## config.mk

```make
export PLATFORM = sky130hd
export DESIGN_NAME = bfp_sqrt_pipe
export DESIGN_NICKNAME = d
export VERILOG_FILES = /design/src/sv/bilateration_forward_position_defines.svh /design/src/sv/bfp_sqrt_pipe.sv
export SDC_FILE = /design/constraint.sdc
export NUM_CORES = 2
export LEC_CHECK = 0
export BUFFER_PORTS_ARGS = -buffer_cell sky130_fd_sc_hd__buf_4
export CAP_MARGIN = 40
export CORE_MARGIN = 10
export CORE_UTILIZATION = 45
export CTS_CLUSTER_DIAMETER = 60
export CTS_CLUSTER_SIZE = 8
export DETAILED_ROUTE_END_ITERATION = 6
export PLACE_DENSITY = 0.67
export SLEW_MARGIN = 20
export SYNTH_ARGS = -nofsm -noshare
export SYNTH_HDL_FRONTEND = slang
export SYNTH_SLANG_ARGS = --single-unit
```

## constraint.sdc

```tcl
create_clock -name clk -period 5.16 [get_ports clk]
set_clock_uncertainty 0.05 [all_clocks]
set_input_delay 0.258 -clock clk [delete_from_list [all_inputs] [get_ports clk]]
set_output_delay 0.258 -clock clk [all_outputs]
set_load 0.02 [all_outputs]
```

## src/sv/bilateration_forward_position_defines.svh

```systemverilog
// Assertion macros shared by the bilateration forward position RTL.
// Each macro expects a clock named clk and an active-low reset named rst_n in scope.
`ifndef BILATERATION_FORWARD_POSITION_DEFINES_SVH
`define BILATERATION_FORWARD_POSITION_DEFINES_SVH

// Same-cycle implication check.
`define BFP_ASSERT_NOW(label, ante, cons, msg) \
    label: assert property (@(posedge clk) disable iff (!rst_n) (ante) |-> (cons)) \
        else $error(msg);

// Next-cycle implication check.
`define BFP_ASSERT_NEXT(label, ante, cons, msg) \
    label: assert property (@(posedge clk) disable iff (!rst_n) (ante) |=> (cons)) \
        else $error(msg);

`endif

```

## src/sv/bfp_sqrt_pipe.sv

```systemverilog
`timescale 1ns / 1ps
// Pipelined integer square root, one result bit per stage.
// Standalone; instantiated by the bilateration forward position top level.
module bfp_sqrt_pipe #(
    parameter int RES_W  = 31,
    parameter int SIDE_W = 1
) (
    input  logic                 clk,
    input  logic                 rst_n,
    input  logic                 en,
    input  logic                 in_valid,
    input  logic [2*RES_W-1:0]   rad,
    input  logic [SIDE_W-1:0]    side_in,
    output logic                 out_valid,
    output logic [RES_W-1:0]     root,
    output logic [SIDE_W-1:0]    side_out
);

    logic [RES_W+1:0]   rem_reg  [RES_W];
    logic [RES_W-1:0]   root_reg [RES_W];
    logic [2*RES_W-1:0] val_reg  [RES_W];
    logic [SIDE_W-1:0]  side_reg [RES_W];
    logic               v_reg    [RES_W];

    for (genvar i = 0; i < RES_W; i++)
    begin : g_stage
        logic [RES_W+1:0]   rem_in;
        logic [RES_W-1:0]   root_in;
        logic [2*RES_W-1:0] val_in;
        logic [SIDE_W-1:0]  side_i;
        logic               v_in;
        logic [RES_W+3:0]   rem_sh;
        logic [RES_W+3:0]   trial;
        logic [RES_W+3:0]   diff;
        logic               ge;

        if (i == 0)
        begin : g_first
            assign rem_in  = '0;
            assign root_in = '0;
            assign val_in  = rad;
            assign side_i  = side_in;
            assign v_in    = in_valid;
        end
        else
        begin : g_next
            assign rem_in  = rem_reg[i-1];
            assign root_in = root_reg[i-1];
            assign val_in  = val_reg[i-1];
            assign side_i  = side_reg[i-1];
            assign v_in    = v_reg[i-1];
        end

        assign rem_sh = {rem_in, val_in[2*RES_W-1:2*RES_W-2]};
        assign trial  = {2'b00, root_in, 2'b01};
        assign diff   = rem_sh - trial;
        assign ge     = rem_sh >= trial;

        always_ff @(posedge clk or negedge rst_n)
        begin
            if (!rst_n)
            begin
                v_reg[i] <= 1'b0;
            end
            else if (en)
            begin
                v_reg[i] <= v_in;
            end
        end

        always_ff @(posedge clk)
        begin
            if (en)
            begin
                rem_reg[i]  <= ge ? diff[RES_W+1:0] : rem_sh[RES_W+1:0];
                root_reg[i] <= {root_in[RES_W-2:0], ge};
                val_reg[i]  <= {val_in[2*RES_W-3:0], 2'b00};
                side_reg[i] <= side_i;
            end
        end
    end

    assign out_valid = v_reg[RES_W-1];
    assign root      = root_reg[RES_W-1];
    assign side_out  = side_reg[RES_W-1];

endmodule

```

==> results.cfg <==
[grt]
grt_pass1_wl_mm = 362
grt_usage_pct = 16.4
grt_pass1_vias = 67100
grt_max_degree = 168
grt.overflow.total = 0
antenna_found_initial = 2

[logic_synthesis]
synth.avg_cell_area_um2 = 13.1
synth_top_area_share_pct = 64.5
async_flop_share_pct = 1.28
synth_ff_type = edfxtp_1
synth.most_common_cell = edfxtp_1
yosys_warnings = 0
syn-instance-count = 8502
seq_area_frac_synth_pct = 65.2
synth_area_leaders = edfxtp_1, ha_1, xor2_1
synth_nets = 9097
ys_seq_elements = 2430
synth_edf_count = 2399
synthDistinctLibCells = 85
yosys-top-cells-count = edfxtp_1, inv_1, a21oi_1
yosysTopAreaCell = edfxtp_1
syn_area_mm2 = 0.112

[critical_path]
crit_arrival_ns = 5.10
crit_chain = ha_1 > o21a_1 > nor4_1 > o31ai_1 > a211o_1 > a2111oi_0 > o31a_1 > o31ai_1 > or3b_2 > buf_12 > mux2_2
cp-start-kind = register
slowest_delay_ns = 0.72
crit_slowest_cell = or3b_2
cp.required_ns = 5.71
end_kind = register
cp_max_fo = 35
critPathKind = reg2reg
cpMostUsedCell = o31ai_1

[floorplan]
io_pins = 100
fp-row-count = 182
core_mm2 = 0.247
die_area_mm2 = 0.269
fp.dieW_um = 518
dieHeight_um = 518
start_util_pct = 45.3

[clock_tree]
cts_buffers = 360
cts_root_buf = clkbuf_16
htreeDepth = 5
cts_tree = built
cts_buffer_depth = 4
clock_sinks = 2430
clk_latency_ns = 0.96
path_clk_slew_ns = 0.05

[detailed_routing]
dr.pass1.iters = 7
drt_iter0_drc = 5006
route.detailed.drc = 10
wl_mm = 227
wire_per_inst_um = 18.4
viasPerCell = 5.39
vias = 66700
ant_nets = 0

[power]
power.density_mw_per_mm2 = 451
ir_drop_mv = 0.357
p_clk_share_pct = 35.2
internal-power_mw = 42.1
leakage_nw = 49.0
p_sw_share_pct = 27.1
p_switching_mw = 15.6
pwr-share-seq_pct = 46.1
combPwrFrac_pct = 18.7

[sta]
drv_slew = 0
finalCriticalPeriod_ns = 4.55
tightest_slew_ns = 1.08
fin_setup_tns_ns = 0
setup_viol = 0
timing.final.crit_share_pct = 88.2
fin_ws_ns = 0.607
max_freq_ghz = 0.220
rsz0062_at_grt = no
worst_hold_slack_ns = 0.105
hold_viol = 0
slew_headroom_pct = 28.3

[placement]
pre_cts_ws_ns = 0.643
dpl.hpwl_mm = 160
placed_area_mm2 = 0.117
place.port_buffers = 99
place_congestion = 0.892

[status]
violations = design-rule violations
status = finished with violations

[cells_and_area]
areaGrowthSynthToFinish_pct = 14.3
fin_nets = 9590
stdcell_area_mm2 = 0.128
largest_reg_flops = 942
final_layout_size_suffix_gt1_share_pct = 8.39

[job]
cap_violations = 0

[hold_path]
hold_path.class = in2reg
==> cell families after synthesis <==
group,share of synthesized area (%)
multiplexers,1.34
AO/OA/AOI/OAI,9.26
XOR/XNOR,6.07
buffers and inverters,2.84
AND/OR/NAND/NOR,9.42
adder cells (fa/ha/maj),5.91
other,0.00336
flip-flops,65.2
==> critical path, delay by kind of cell, from the launching register on <==
kind | cells | cell delay [ns]
AOI/OAI and AO/OA | 6 | 1.87
adders and majority gates | 1 | 0.37
buffers and inverters | 1 | 0.26
DFF | 1 | 0.41
muxes | 1 | 0.28
and+or+nand+nor | 2 | 1.05
==> final timing paths <==
path | from | to | slack [ns] | cells after the start
max reg2reg | rem_reg[23][0] | rem_reg[24][10] | 0.61 | 11
min in group asynchronous | rst_n | g_stage[20].v_in | 0.31 | 4
min | rad[60] | rem_reg[0][0] | 0.11 | 3
max | rem_reg[23][0] | rem_reg[24][10] | 0.61 | 11
min reg2reg | val_reg[3][83] | val_reg[4][25] | 0.32 | 0
max in group asynchronous | rst_n | g_stage[4].v_in | 4.59 | 4
==> final cells by class <==
class,count,area [µm²]
Fill cell,20500,119000
Sequential cell,2430,72800
Multi-Input combinational cell,5230,35800
Clock buffer,390,9240
Tap cell,3312,4140
Timing Repair Buffer,308,2860
Inverter,665,2500
Clock inverter,26,310
Antenna cell,2,5.00
==> placed cells by master (no fill, tap or decap), drive strengths merged, types with 100 or more instances in the layout <==
master / count
nor3: 223
clkbuf: 390
nand2: 522
a21o: 241
nand3: 127
a21oi: 531
o21ai: 413
ha: 528
xnor2: 383
buf: 179
dlygate4sd3: 127
nor2: 529
edfxtp: 2399
nor4: 102
mux2: 118
xor2: 392
nand2b: 100
inv: 669
==> routing by layer <==
layer / wire length, µm / up-vias / track usage (%)
met2: 114000 / 1607 / 28.6
met1: 95100 / 32200 / 20.4
met3: 9200 / 558 / 2.45
met5: 0 / - / 0
met4: 9070 / 0 / 6.80
li1: - / 32300 / -
==> power groups by stage <==
stage	combinational [mW]	clock, mW	sequential, mW
floorplan	7.91	0	26.1
global placement	10.4	0	26.9
detailed placement	10.6	0	27.0
CTS	10.7	20.9	26.6
global route	12.0	21.8	26.8
finish	10.8	20.3	26.6
==> through the flow <==
step / instances / total power, mW / utilization (%)
3_5_place_dp: 11800 / 37.6 / 47.4
4_1_cts: 12400 / 58.3 / 51.8
6_report: 12400 / 57.7 / 51.8
2_1_floorplan: 8502 / 34.0 / -
3_3_place_gp: 11800 / 37.3 / 47.3
5_1_grt: 12400 / 60.6 / 51.8
==> timing repair <==
item,CTS,global route
gates resized for setup,0,0
endpoints found under the hold margin,162,0
buffers inserted,0,0
hold buffers,128,0
(Power assumes the default switching activity.)
